## src/bpbs_pkg.sv

```systemverilog
package bpbs_pkg;

	// Table geometry.
	localparam int NUM_CELLS    = 4;
	localparam int NUM_TX_BEAMS = 64;
	localparam int NUM_RX_BEAMS = 16;
	localparam int TABLE_DEPTH  = NUM_CELLS * NUM_TX_BEAMS * NUM_RX_BEAMS;
	localparam int TABLE_AW     = (TABLE_DEPTH > 1) ? $clog2(TABLE_DEPTH) : 1;

	// Field widths fixed by the item format.
	localparam int CELL_W = 2;
	localparam int TX_W   = 6;
	localparam int RX_W   = 4;
	localparam int SINR_W = 32;

	// Running best starts at -1.0 in Q16.16.
	localparam logic signed [SINR_W-1:0] SINR_FLOOR = -32'sd65536;

	// Item function codes.
	localparam logic FUNC_RECORD = 1'b0;
	localparam logic FUNC_FIND   = 1'b1;

	typedef struct packed {
		logic                     func;
		logic [CELL_W-1:0]        cell_index;
		logic [TX_W-1:0]          tx_beam;
		logic [RX_W-1:0]          rx_beam;
		logic signed [SINR_W-1:0] avg_sinr;
	} in_t;

	typedef struct packed {
		logic                     best_valid;
		logic [CELL_W-1:0]        best_cell;
		logic [TX_W-1:0]          best_tx;
		logic [RX_W-1:0]          best_rx;
		logic signed [SINR_W-1:0] best_sinr;
	} out_t;

	// One table word: valid bit and stored SINR.
	typedef struct packed {
		logic                     valid;
		logic signed [SINR_W-1:0] sinr;
	} entry_t;

	// Control from the sequencer to the compare unit.
	typedef struct packed {
		logic              clr;
		logic              vld;
		logic [CELL_W-1:0] cell_id;
		logic [TX_W-1:0]   tx;
		logic [RX_W-1:0]   rx;
	} cmp_ctl_t;

	// Current winner held by the compare unit.
	typedef struct packed {
		logic                     found;
		logic [CELL_W-1:0]        cell_id;
		logic [TX_W-1:0]          tx;
		logic [RX_W-1:0]          rx;
		logic signed [SINR_W-1:0] sinr;
	} win_t;

	typedef enum logic [2:0] {
		ST_CLEAR,
		ST_IDLE,
		ST_SCAN,
		ST_TAIL,
		ST_DONE
	} state_t;

endpackage

```

## src/bpbs_cmp.sv

```systemverilog
module bpbs_cmp (
	input  logic                clk,
	input  logic                arst_n,
	input  bpbs_pkg::cmp_ctl_t  ctl,
	input  bpbs_pkg::entry_t    rd_data,
	output bpbs_pkg::win_t      win
);

	logic                                      found_q;
	logic signed [bpbs_pkg::SINR_W-1:0]        best_q;
	logic [bpbs_pkg::CELL_W-1:0]               cell_q;
	logic [bpbs_pkg::TX_W-1:0]                 tx_q;
	logic [bpbs_pkg::RX_W-1:0]                 rx_q;
	logic                                      beats;

	// Strictly greater keeps the earliest entry on a tie.
	assign beats = ctl.vld && rd_data.valid && (rd_data.sinr > best_q);

	always_ff @(posedge clk or negedge arst_n) begin
		if (!arst_n) begin
			found_q <= 1'b0;
			best_q  <= bpbs_pkg::SINR_FLOOR;
		end else if (ctl.clr) begin
			found_q <= 1'b0;
			best_q  <= bpbs_pkg::SINR_FLOOR;
		end else if (beats) begin
			found_q <= 1'b1;
			best_q  <= rd_data.sinr;
		end
	end

	// Winner coordinates are payload and need no reset.
	always_ff @(posedge clk) begin
		if (beats) begin
			cell_q <= ctl.cell_id;
			tx_q   <= ctl.tx;
			rx_q   <= ctl.rx;
		end
	end

	assign win.found   = found_q;
	assign win.cell_id = cell_q;
	assign win.tx      = tx_q;
	assign win.rx      = rx_q;
	assign win.sinr    = best_q;

endmodule

```

## config.mk

```make
export PLATFORM = sky130hd
export DESIGN_NAME = bpbs_cmp
export DESIGN_NICKNAME = d
export VERILOG_FILES = /design/src/bpbs_pkg.sv /design/src/bpbs_cmp.sv
export SDC_FILE = /design/constraint.sdc
export NUM_CORES = 1
export LEC_CHECK = 0
export BUFFER_PORTS_ARGS = -buffer_cell sky130_fd_sc_hd__clkbuf_2
export CAP_MARGIN = 15
export CELL_PAD_IN_SITES_DETAIL_PLACEMENT = 0
export CELL_PAD_IN_SITES_GLOBAL_PLACEMENT = 2
export CORE_ASPECT_RATIO = 0.8
export CORE_MARGIN = 4
export CORE_UTILIZATION = 28
export DETAILED_ROUTE_END_ITERATION = 8
export GPL_ROUTABILITY_DRIVEN = 0
export PLACE_DENSITY_LB_ADDON = 0.1
export SLEW_MARGIN = 20
export SYNTH_ARGS = -nofsm -noshare
export SYNTH_HDL_FRONTEND = slang
export SYNTH_SLANG_ARGS = --single-unit
```

## constraint.sdc

```tcl
create_clock -name clk -period 2.5 [get_ports clk]
set_input_delay 0 -clock clk [delete_from_list [all_inputs] [get_ports clk]]
set_output_delay 0 -clock clk [all_outputs]
set_load 0.03 [all_outputs]
```

# After elaboration in Yosys (flattened, before gate mapping)
# Cells that the tools add are included.
dict set report word_totals {
  ff_bits 45
  latchBits 0
  ramBits 0
  romBits 0
  input_bits 49
  output_inout_bits 45
  elab_cells 13
  n_memories 0
}
dict set report op_classes {
  add_sub_neg 0
  n_mul 0
  n_div 0
  magnitude_cmp 1
  eq_ne 0
  shifts 0
  muxes 4
  n_bitwise 0
  reduce_logical 3
}
# operator count
set ops {}
lappend ops {{32-bit two-way mux} 2}
lappend ops {{32-bit greater-than comparator} 1}
lappend ops {{1-bit logical AND} 2}
lappend ops {{1-bit two-way mux} 2}
lappend ops {{2-bit nonzero test} 1}

# Logic depth before layout (Yosys ltp)
# Gate-level depths: netlist (run 1).
dict set report logic_depth {
  depth_word 4
  ltp_mapped 11
  ltp_nobuf 9
}

# Worst setup path before layout (run 1)
# OpenSTA, ideal clock, no wires.
dict set report synth_path {
  kind {reg2reg}
  start {register best_q[30] (netlist name)}
  end {register cell_q[0] (netlist name) (enable)}
  setup_ns 0.317
  t_arrival_ns 2.397
  required_ns 2.183
  setup_slack_ns -0.213
  path_stages_with_launch 12
  n_path_buf 2
  synth_period_minus_slack_ns 2.713
  cell_sequence {dfstp_2 -> inv_1 -> ha_1 -> nand4_4 -> nor4_4 -> nand2b_1 -> a21o_1 -> a31oi_1 -> o21ai_2 -> buf_6 -> buf_12 -> inv_2}
}
dict set report synth_between {
  elab_chain_len 2
}
# item line_no
set synth_rtl {}
lappend synth_rtl {{start, declared} bpbs_cmp.sv:10} ;# logic signed [bpbs_pkg::SINR_W-1:0] best_q;
lappend synth_rtl {{start signal, assigned} bpbs_cmp.sv:22} ;# best_q <= bpbs_pkg::SINR_FLOOR;
lappend synth_rtl {{start signal, assigned} bpbs_cmp.sv:25} ;# best_q <= bpbs_pkg::SINR_FLOOR;
lappend synth_rtl {{start signal, assigned} bpbs_cmp.sv:28} ;# best_q <= rd_data.sinr;
lappend synth_rtl {{32-bit greater-than comparator} bpbs_cmp.sv:17} ;# assign beats = ctl.vld && rd_data.valid && (rd_data.sinr > best_q);
lappend synth_rtl {{1-bit logical AND} bpbs_cmp.sv:17}
lappend synth_rtl {{via beats} bpbs_cmp.sv:14} ;# logic beats;
lappend synth_rtl {{end signal, assigned} bpbs_cmp.sv:35} ;# cell_q <= ctl.cell_id;
lappend synth_rtl {{end, declared} bpbs_cmp.sv:11} ;# logic [bpbs_pkg::CELL_W-1:0] cell_q;
# The timed path passes the listed nets, and every way through them passes these cells.
# A chain may end at the register's enable or synchronous reset.

# Worst setup path in the final report (run 1)
dict set report layout_path {
  start {register best_q[19] (netlist name)}
  end {register best_q[22] (netlist name)}
}
dict set report layout_between {
  elab_chain_len 3
}
# item line_no
set layout_rtl {}
lappend layout_rtl {{32-bit greater-than comparator} bpbs_cmp.sv:17}
lappend layout_rtl {{1-bit logical AND} bpbs_cmp.sv:17}
lappend layout_rtl {{2-bit nonzero test (no source line)} -}
# Every way passes these cells.

==> results of run 1 <==
## worst paths after layout
path	startpoint	to	cells past startpoint
max	best_q[19]$_DFFE_PN1P_	best_q[22]$_DFFE_PN1P_	11
min	rd_data[31]	best_q[31]$_DFFE_PN1P_	3
max reg2reg	best_q[19]$_DFFE_PN1P_	best_q[22]$_DFFE_PN1P_	11
min reg2reg	found_q$_DFFE_PN0P_	found_q$_DFFE_PN0P_	2
max in group asynchronous	arst_n	best_q[8]$_DFFE_PN0P_	2
min in group asynchronous	arst_n	best_q[1]$_DFFE_PN0P_	2
## layout make-up
cell class / instances / area [µm²] / area share
Clock inverter: 2 / 38.8 / 0.00846
Clock buffer: 6 / 129 / 0.0281
Multi-Input combinational cell: 181 / 1690 / 0.367
Inverter: 35 / 144 / 0.0314
Timing Repair Buffer: 166 / 1210 / 0.265
Tap cell: 136 / 170 / 0.0371
Sequential cell: 45 / 1210 / 0.263
## routing by layer
metal,vias to the layer above,global-route usage,share of wire
met3,8,0.0338,0.066
met1,1091,0.190,0.52
li1,1242,-,-
met2,64,0.199,0.41
met5,-,0,0
met4,0,0.0314,0.0098
## layout by cell type (no fill, tap or decap), types with 2 or more instances in the layout
master	n
edfxtp_1	12
dfrtp_1	17
nand2b_1	33
nand2_1	4
nand4_4	3
nand4_1	4
dlygate4sd3_1	43
a21oi_1	14
a21o_1	3
clkbuf_16	5
nor2_1	32
inv_1	28
mux2i_1	31
buf_6	2
buf_16	2
nand3_1	5
clkbuf_2	93
buf_4	22
ha_1	17
dfstp_2	16
inv_2	6
buf_12	3
ha_4	15
## through the flow
stage	setup WS (ns)	util	instance area [µm²]	setup TNS (ns)	hold WS, ns
floorplan	-0.00980	-	2960	-0.118	-0.296
global placement	-0.0723	0.375	3680	-1.96	0.177
detailed placement	-0.0861	0.375	3680	-1.67	0.179
CTS	-0.0548	0.465	4560	-1.43	0.00172
global route	-0.153	0.468	4590	-4.95	0.0344
finish	-0.0418	0.468	4590	-0.964	0.000757
## flip-flops by register name, summed over array words and instances (netlist names)
signal / count
best_q: 32
cell_q: 2
rx_q: 4
found_q: 1
tx_q: 6
## synthesized netlist by cell type
cell type  instances
nor4_1             1
mux2i_1           32
nand4_2            2
nand4_4            2
dfstp_2           16
nand3_1            5
a211oi_2           1
edfxtp_1          12
nand2_1            4
inv_2              1
a211oi_1           1
buf_6              1
inv_1             34
ha_1              32
dfrtp_1           17
nor3b_1            1
nor2b_1            1
nand4_1            4
a21o_1             3
buf_4              1
a21boi_2           1
nor4_4             1
nand2b_2           1
and4_1             1
nor2_1            32
buf_12             3
nand2b_1          33
a21oi_1           15
o31ai_1            1
o21ai_1            1
a2111oi_0          1
a31oi_1            1
clkbuf_1           7
o21ai_0            1
o21ai_2            1
o211ai_1           1
nor3_1             1
## cell families after synthesis
family	synth area share
compound gates	0.0620
fa+ha+maj	0.140
flops	0.421
simple gates	0.183
buf+inv	0.0826
mux	0.112
## repair_timing
item	4_1_cts	5_1_grt
gates resized for setup	28	3
endpoints found under the setup margin	42	45
cloned	2	0
endpoints found under the hold margin	59	0
setup buffers	5	0
hold buffers	43	0
pin swaps	7	3
## critical path, cell delays in order, from the launching register on
cell and delay, ns:
dfstp_2 0.54, inv_2 0.04, ha_4 0.26, nand4_1 0.14
nor4_4 0.34, nand2b_1 0.09, a21o_1 0.20, and4_4 0.19
o21ai_4 0.17, buf_6 0.16, buf_6 0.14, mux2i_2 0.20
## power by group
group          switching, mW  internal (mW)  leakage (nW)  total (mW)
logic                  0.270          0.251          1.68       0.521
registers             0.0182          0.798         0.512       0.816
clock network          0.301          0.475        0.0810       0.776
==> flow_metrics.py, run 1 <==
metrics = {
    "floorplanning": {
        "die_area_um2": 11900,
        "fp.coreArea_um2": 9810,
        "die_y_um": 98.5,
        "rows": 32,
        "start_util": 0.292,
        "io_pins": 94,
        "die-width_um": 121,
    },
    "clocking": {
        "clock-sinks": 45,
        "clkTransAtPathRegs_ns": 0.07,
        "cts_made_buffers": 5,
        "ctsLongestPathBuffers": 2,
        "clk_latency_ns": 0.29,
        "cts_tree": "done",
        "clockRootBuffer": "clkbuf_16",
        "ctsHtreeMaxLevel": 2,
    },
    "outcome": {
        "violations": "negative setup slack",
        "status": "finished, violations left",
    },
    "timing": {
        "slew_violations": 0,
        "rsz0062_at_grt": "yes",
        "relSlewSlack": 0.387,
        "fin_ws_ns": -0.0418,
        "finalCriticalPeriod_ns": 2.54,
        "hold_viol_final": 0,
        "finalSetupViolations": 35,
        "max_freq_ghz": 0.393,
        "worst_slew_pin_slew_ns": 0.920,
        "period_share": 1.02,
        "final.setup_skew_ns": 0.00796,
    },
    "pwr": {
        "p_leak_nw": 2.27,
        "finalPower_mw": 2.11,
        "vdd_drop_max_v": 0.000233,
        "power.density_nw_per_um2": 461,
    },
    "final_layout": {
        "drive_gt1_frac": 0.428,
        "final_nets": 515,
        "antennaDiodeCount": 0,
        "num-fill-cells": 947,
        "stdcell_count": 571,
        "syn_to_final_growth_pct": 60.2,
    },
    "detailed_routing": {
        "routed_via_density": 4.21,
        "vias": 2405,
        "drtIter0Drc": 63,
        "wl_per_cell_um": 13.3,
        "routed_wl_um": 7590,
        "first_pass_iters": 6,
        "drc": 0,
        "ant_nets": 0,
    },
    "logic_synthesis": {
        "synth_fp_nets": 354,
        "ys_warn_count": 0,
        "ys_top_cells_by_area": "dfrtp_1 (15%), dfstp_2 (15%), ha_1 (14%), edfxtp_1 (13%), mux2i_1 (11%)",
        "netlist.area_leader.share": 0.149,
        "synth_cells": 273,
        "syn_area_per_cell_um2": 10.5,
        "syn_area_um2": 2860,
        "yosysTopAreaCell": "dfrtp_1",
        "synth_cell_types": 37,
        "seq_area_frac_synth": 0.421,
        "postSynthRegisterBits": 45,
    },
    "min_path": {
        "hold_path.class": "in -> reg",
    },
    "place": {
        "portBuffers": 93,
        "placed_cells": 513,
        "dp_hpwl_um": 5390,
    },
    "global_routing": {
        "grt_max_degree": 66,
        "antenna_found_initial": 0,
        "gr-total-overflow": 0,
        "grt_pass1_wl_um": 12500,
        "grt_pass1_vias": 2435,
        "track_usage": 0.132,
    },
    "worst_setup_path": {
        "crit_path_end_kind": "flip-flop",
        "crit_type": "reg -> reg",
        "cp.arrival_ns": 2.76,
        "rrSetupSlack_ns": -0.04,
        "cp_max_fo": 4,
        "crit_path_start_kind": "flip-flop",
        "worstPathRequired_ns": 2.72,
    },
    "run": {
        "max_cap_viol_count": 0,
    },
}
Power figures use the tool's default switching activity.
==> run 2, diff against run 1 <==
CELL_PAD_IN_SITES_GLOBAL_PLACEMENT = 1   (was 2)
CORE_UTILIZATION = 35   (was 28)
==> flow_metrics.py, run 2 (same netlist as run 1, synthesis figures left out) <==
metrics = {
    "outcome": {
        "status": "finished, violations left",
        "violations": "negative setup slack",
    },
    "floorplanning": {
        "start_util": 0.360,
        "die-width_um": 109,
        "fp.coreArea_um2": 7950,
        "io_pins": 94,
        "die_y_um": 88.9,
        "rows": 29,
        "die_area_um2": 9700,
    },
    "worst_setup_path": {
        "max_stage_delay_ns": 0.55,
        "crit_path_start_kind": "flip-flop",
        "crit_family": "simple AND/OR/NAND/NOR gates",
        "crit_cells": 10,
        "cp.arrival_ns": 2.76,
        "path_buf_inv": 2,
        "crit_path_end_kind": "flip-flop",
        "worstPathRequired_ns": 2.73,
        "crit_slowest_cell": "dfstp_2",
        "reg2regPathDepth": 10,
        "cp_max_fo": 8,
        "path_cells": "inv_2 > ha_4 > nand4_4 > nor4_4 > nand2b_1 > a21o_1 > and4_4 > o21ai_4 > buf_8 > mux2i_1",
        "crit_type": "reg -> reg",
    },
    "pwr": {
        "combPwrFrac": 0.273,
        "power.density_nw_per_um2": 412,
        "clock_power_share": 0.267,
        "vdd_drop_max_v": 0.000227,
        "swShare": 0.310,
        "switching_power_uw": 550,
        "seq_power_share": 0.460,
        "p_int_mw": 1.23,
        "p_leak_nw": 2.15,
    },
    "detailed_routing": {
        "first_pass_iters": 6,
        "routed-wl-met2_um": 2970,
        "wl_per_cell_um": 12.8,
        "routed.top_layer": "met4",
        "routed_wl_um": 6860,
        "ant_nets": 0,
        "wl_met1_um": 3390,
        "drtIter0Drc": 55,
        "drc": 0,
        "routed_via_density": 4.35,
        "wl_met3_um": 439,
        "vias": 2332,
    },
    "clocking": {
        "ctsLongestPathBuffers": 2,
        "cts_tree": "done",
        "clock-sinks": 45,
        "clockRootBuffer": "clkbuf_8",
        "ctsHtreeMaxLevel": 2,
        "cts_made_buffers": 5,
        "clkTransAtPathRegs_ns": 0.10,
        "clk_latency_ns": 0.31,
    },
    "final_layout": {
        "stdcell_area_um2": 4320,
        "antennaDiodeCount": 0,
        "stdcell_count": 536,
        "drive_gt1_frac": 0.414,
        "top_regs": "best_q: 32 flops, tx_q: 6 flops, rx_q: 4 flops",
        "syn_to_final_growth_pct": 50.8,
        "final_nets": 508,
        "final_common_cell": "clkbuf_2",
        "largest_register_ffs": 32,
        "regMostFlops": "best_q",
        "mostFrequentLayoutCells": "clkbuf_2 (93), dlygate4sd3_1 (45), nand2b_1 (33)",
    },
    "global_routing": {
        "antenna_found_initial": 0,
        "grt_pass1_wl_um": 11300,
        "track_usage": 0.149,
        "grt_pass1_vias": 2358,
        "grt_max_degree": 66,
        "gr-total-overflow": 0,
    },
    "place": {
        "placed_cells": 474,
        "dp_hpwl_um": 4970,
        "placed_area_um2": 3560,
        "portBuffers": 93,
    },
    "timing": {
        "fin_setup_tns_ns": -0.325,
        "fin_ws_ns": -0.0266,
        "finalSetupViolations": 25,
        "rsz0062_at_grt": "yes",
        "final.setup_skew_ns": 0.00738,
        "max_freq_ghz": 0.396,
        "hold_viol_final": 0,
        "period_share": 1.01,
        "finalCriticalPeriod_ns": 2.53,
        "relSlewSlack": 0.405,
        "worst_slew_pin_slew_ns": 0.892,
        "slew_violations": 0,
    },
    "run": {
        "max_cap_viol_count": 0,
    },
    "min_path": {
        "min_path_cells": 6,
        "hold_path.class": "in -> reg",
    },
}
-- run 2: changes by cell type in the layout (fill, tap and decap cells not counted), moves of 4 or more --
cell	change
clkbuf_8	+5
inv_1	-4
clkbuf_16	-5
inv_2	+4
buf_4	-5
-- run 2: cell type report --
class / count / area [µm²]
fill: 731 / 3630
sequential: 45 / 1210
clock buffer: 5 / 68.8
inverter: 35 / 144
clock inverter: 3 / 25.0
multi-input combinational: 181 / 1630
tap: 108 / 135
timing repair buffer: 159 / 1110
-- run 2: what timing repair did --
action                     CTS  global route
setup buffers                7             2
setup endpoints to repair   44            45
hold buffers                45             0
hold endpoints to repair    61             0
gates resized for setup     22             3
pin swaps                    7             0
-- run 2: power groups by stage --
stage,logic [mW],registers (mW),clock network [mW]
after floorplan,0.201,0.892,0
after global placement,0.393,0.831,0
after detailed placement,0.396,0.832,0
after CTS,0.487,0.818,0.509
after global routing,0.538,0.822,0.543
final,0.485,0.817,0.475
-- run 2: per-layer routing --
metal / track usage / vias up
met3: 0.0332 / 5
met1: 0.210 / 1043
met5: 0 / -
met2: 0.233 / 59
met4: 0.0378 / 0
li1: - / 1225
-- run 2: worst paths after layout --
path	from	endpoint	slack, ns
hold reg to reg	found_q$_DFFE_PN0P_	found_q$_DFFE_PN0P_	0.52
setup / recovery	best_q[28]$_DFFE_PN1P_	best_q[25]$_DFFE_PN1P_	-0.03
max in group asynchronous	arst_n	best_q[3]$_DFFE_PN0P_	1.60
min in group asynchronous	arst_n	best_q[13]$_DFFE_PN0P_	0.35
setup reg to reg	best_q[28]$_DFFE_PN1P_	best_q[25]$_DFFE_PN1P_	-0.03
hold / removal	rd_data[32]	best_q[24]$_DFFE_PN1P_	0.27
-- run 2: stage by stage --
step,setup slack (ns),hold WS [ns],total power [mW],util
after floorplan,-0.00980,-0.296,1.09,-
after global placement,-0.0642,0.177,1.22,0.448
after detailed placement,-0.0935,0.176,1.23,0.448
after CTS,-0.0160,0.268,1.81,0.540
after global routing,-0.167,0.282,1.90,0.543
final,-0.0266,0.268,1.78,0.543
-- run 2: worst min-delay path: cells and delay by family --
| kind | cells | cell delay (ns) |
|---|---|---|
| buffers and inverters | 2 | 0.25 |
| AO/OA/AOI/OAI | 2 | 0.19 |
| multiplexers | 1 | 0.08 |
| AND/OR/NAND/NOR | 1 | 0.07 |
==> run 3, diff against run 2 <==
ABC_AREA = 1   (was unset)
CORE_UTILIZATION = 33   (was 35)
==> flow_metrics.py, run 3 <==
metrics = {
    "logic_synthesis": {
        "netlist.area_leader.share": 0.154,
        "postSynthRegisterBits": 45,
        "async_flop_share": 0.733,
        "yosys-top-cells-count": "nand2_1 (87), nand3_1 (50), inv_1 (42), ha_1 (32), dfrtp_1 (17)",
        "synth_fp_nets": 405,
        "ys_top_cells_by_area": "dfrtp_1 (15%), dfstp_2 (15%), ha_1 (14%), edfxtp_1 (13%), nand2_1 (12%)",
        "synth_cell_types": 26,
        "ys_warn_count": 0,
        "syn_area_um2": 2760,
        "syn_area_per_cell_um2": 8.52,
        "yosysTopAreaCell": "dfrtp_1",
        "seq_area_frac_synth": 0.437,
        "yosysMostFrequentCell": "nand2_1",
        "synth_cells": 324,
        "synth-edff-count": 12,
        "yosys_most_used_dff": "dfrtp_1",
    },
    "timing": {
        "relSlewSlack": 0.403,
        "finalCriticalPeriod_ns": 2.37,
        "slew_violations": 0,
        "period_share": 0.948,
        "final.setup_skew_ns": 0.00568,
        "max_freq_ghz": 0.422,
        "worst_slew_pin_slew_ns": 0.895,
        "hold_viol_final": 0,
        "finalSetupViolations": 0,
    },
    "floorplanning": {
        "die_y_um": 89.8,
        "rows": 29,
        "io_pins": 94,
        "die_area_um2": 9900,
        "start_util": 0.343,
        "die-width_um": 110,
        "fp.coreArea_um2": 8060,
    },
    "detailed_routing": {
        "wl_per_cell_um": 12.9,
        "first_pass_iters": 4,
        "routed_via_density": 4.44,
        "ant_nets": 0,
        "routed_wl_um": 7310,
        "vias": 2511,
        "drc": 0,
        "drtIter0Drc": 72,
    },
    "global_routing": {
        "track_usage": 0.150,
        "antenna_found_initial": 0,
        "gr-total-overflow": 0,
        "grt_max_degree": 34,
        "grt_pass1_vias": 2523,
        "grt_pass1_wl_um": 12100,
    },
    "final_layout": {
        "mostFrequentLayoutCells": "clkbuf_2 (93), nand2_1 (85), nand3_1 (50)",
        "syn_to_final_growth_pct": 41.1,
        "post-route-util": 0.484,
        "num-fill-cells": 827,
        "largest_register_ffs": 32,
        "drive_gt1_frac": 0.341,
        "top_regs": "best_q: 32 flops, tx_q: 6 flops, rx_q: 4 flops",
        "antennaDiodeCount": 0,
        "regMostFlops": "best_q",
        "final_nets": 537,
        "final_common_cell": "clkbuf_2",
    },
    "clocking": {
        "clock-sinks": 45,
        "cts_tree": "done",
        "clkTransAtPathRegs_ns": 0.09,
        "ctsHtreeMaxLevel": 2,
        "cts_made_buffers": 5,
        "ctsLongestPathBuffers": 2,
        "clockRootBuffer": "clkbuf_8",
        "clk_latency_ns": 0.29,
    },
    "worst_setup_path": {
        "worstPathRequired_ns": 2.52,
        "crit_path_end_kind": "flip-flop",
        "crit_slowest_cell": "dfstp_2",
        "crit_family": "simple AND/OR/NAND/NOR gates",
        "startpoint": "best_q[23]$_DFFE_PN1P_",
        "cp.arrival_ns": 2.39,
        "crit_path_start_kind": "flip-flop",
        "path_buf_inv": 2,
        "max_stage_delay_ns": 0.55,
        "path_cells": "inv_1 > ha_1 > nand2_1 > nor2_1 > nand2_1 > nor3b_4 > nand2_2 > nand3_4 > nand2_2 > nor2_4 > clkbuf_16",
        "r2r-start": "best_q[23]$_DFFE_PN1P_",
        "cp_max_fo": 7,
        "crit_type": "reg -> reg",
    },
    "run": {
        "max_cap_viol_count": 0,
    },
    "pwr": {
        "finalPower_mw": 2.22,
        "clock_power_share": 0.256,
        "power.density_nw_per_um2": 569,
        "p_int_mw": 1.45,
        "p_leak_nw": 2.06,
        "switching_power_uw": 768,
        "swShare": 0.347,
        "vdd_drop_max_v": 0.000228,
        "seq_power_share": 0.409,
        "combPwrFrac": 0.335,
    },
    "outcome": {
        "status": "finished, final reports clean",
    },
    "min_path": {
        "hold_start": "rd_data[16]",
        "hold_path.class": "in -> reg",
    },
    "place": {
        "portBuffers": 93,
        "dp_hpwl_um": 5180,
    },
}
## run 3: changes by cell type in the layout (fill, tap and decap cells not counted), sizes merged, moves of 13 or more
cell and change:
or2 +16, buf -13, nand2 +85, nand2b -34, mux2i -32, nor2 -19
nand3 +47
## run 3: path summary, 6_finish.rpt
kind / cells after the start / slack (ns) / endpoint
min in group asynchronous: 2 / 0.36 / best_q[14]$_DFFE_PN0P_
hold / removal: 4 / 0.01 / best_q[16]$_DFFE_PN1P_
setup / recovery: 11 / 0.13 / tx_q[4]$_DFFE_PP_
max in group asynchronous: 2 / 1.58 / best_q[1]$_DFFE_PN0P_
setup reg to reg: 11 / 0.13 / tx_q[4]$_DFFE_PP_
hold reg to reg: 2 / 0.50 / best_q[28]$_DFFE_PN1P_
## run 3: routing by layer
layer  vias up  track usage  routed length, µm
met4         0       0.0287                 29
met1      1143        0.210               3550
li1       1305            -                  -
met2        61        0.243               3400
met3         2       0.0287                333
met5         -            0                  0
## run 3: cell families after synthesis
logic type	after synthesis	share of synthesized area
flip-flops	45	0.437
AO/OA/AOI/OAI	20	0.0390
AND/OR/NAND/NOR	173	0.292
buffers and inverters	54	0.0870
adder cells (fa/ha/maj)	32	0.145
## run 3: power by group through the flow
stage          logic (mW)  clock network (mW)  registers, mW
2_1_floorplan       0.315                   0           1.06
3_3_place_gp        0.659                   0          0.920
3_5_place_dp        0.664                   0          0.922
4_1_cts             0.708               0.603          0.908
5_1_grt             0.835               0.626          0.918
6_report            0.742               0.568          0.907
## run 3: layout make-up
cell class                      count  area (µm²)  area share
Tap cell                          108         135      0.0347
Sequential cell                    45        1210       0.310
Inverter                           42         158      0.0405
Clock buffer                        5        68.8      0.0177
Timing Repair Buffer              137         928       0.238
Multi-Input combinational cell    225        1350       0.347
Clock inverter                      3        46.3      0.0119
## run 3: per-stage QoR
step	TNS (ns)	std cells	setup slack, ns	cell area (µm²)	hold slack (ns)
2_1_floorplan	0	324	0.105	2760	-0.296
3_3_place_gp	0	519	0.202	3340	0.178
3_5_place_dp	0	519	0.0898	3340	0.179
4_1_cts	0	561	0.0780	3790	0.000370
5_1_grt	-0.161	565	-0.0186	3890	0.0109
6_report	0	565	0.129	3890	0.00998
## run 3: timing repair
| action | 4_1_cts | 5_1_grt |
|---|---|---|
| resized for setup | 0 | 8 |
| endpoints found under the setup margin | 0 | 32 |
| hold buffers | 34 | 0 |
| setup buffers | 0 | 2 |
| hold endpoints to repair | 50 | 0 |
## run 3: worst min-delay path: cells and delay by family
kind / cells / cell delay, ns
buffers and inverters: 1 / 0.09
and+or+nand+nor: 3 / 0.19
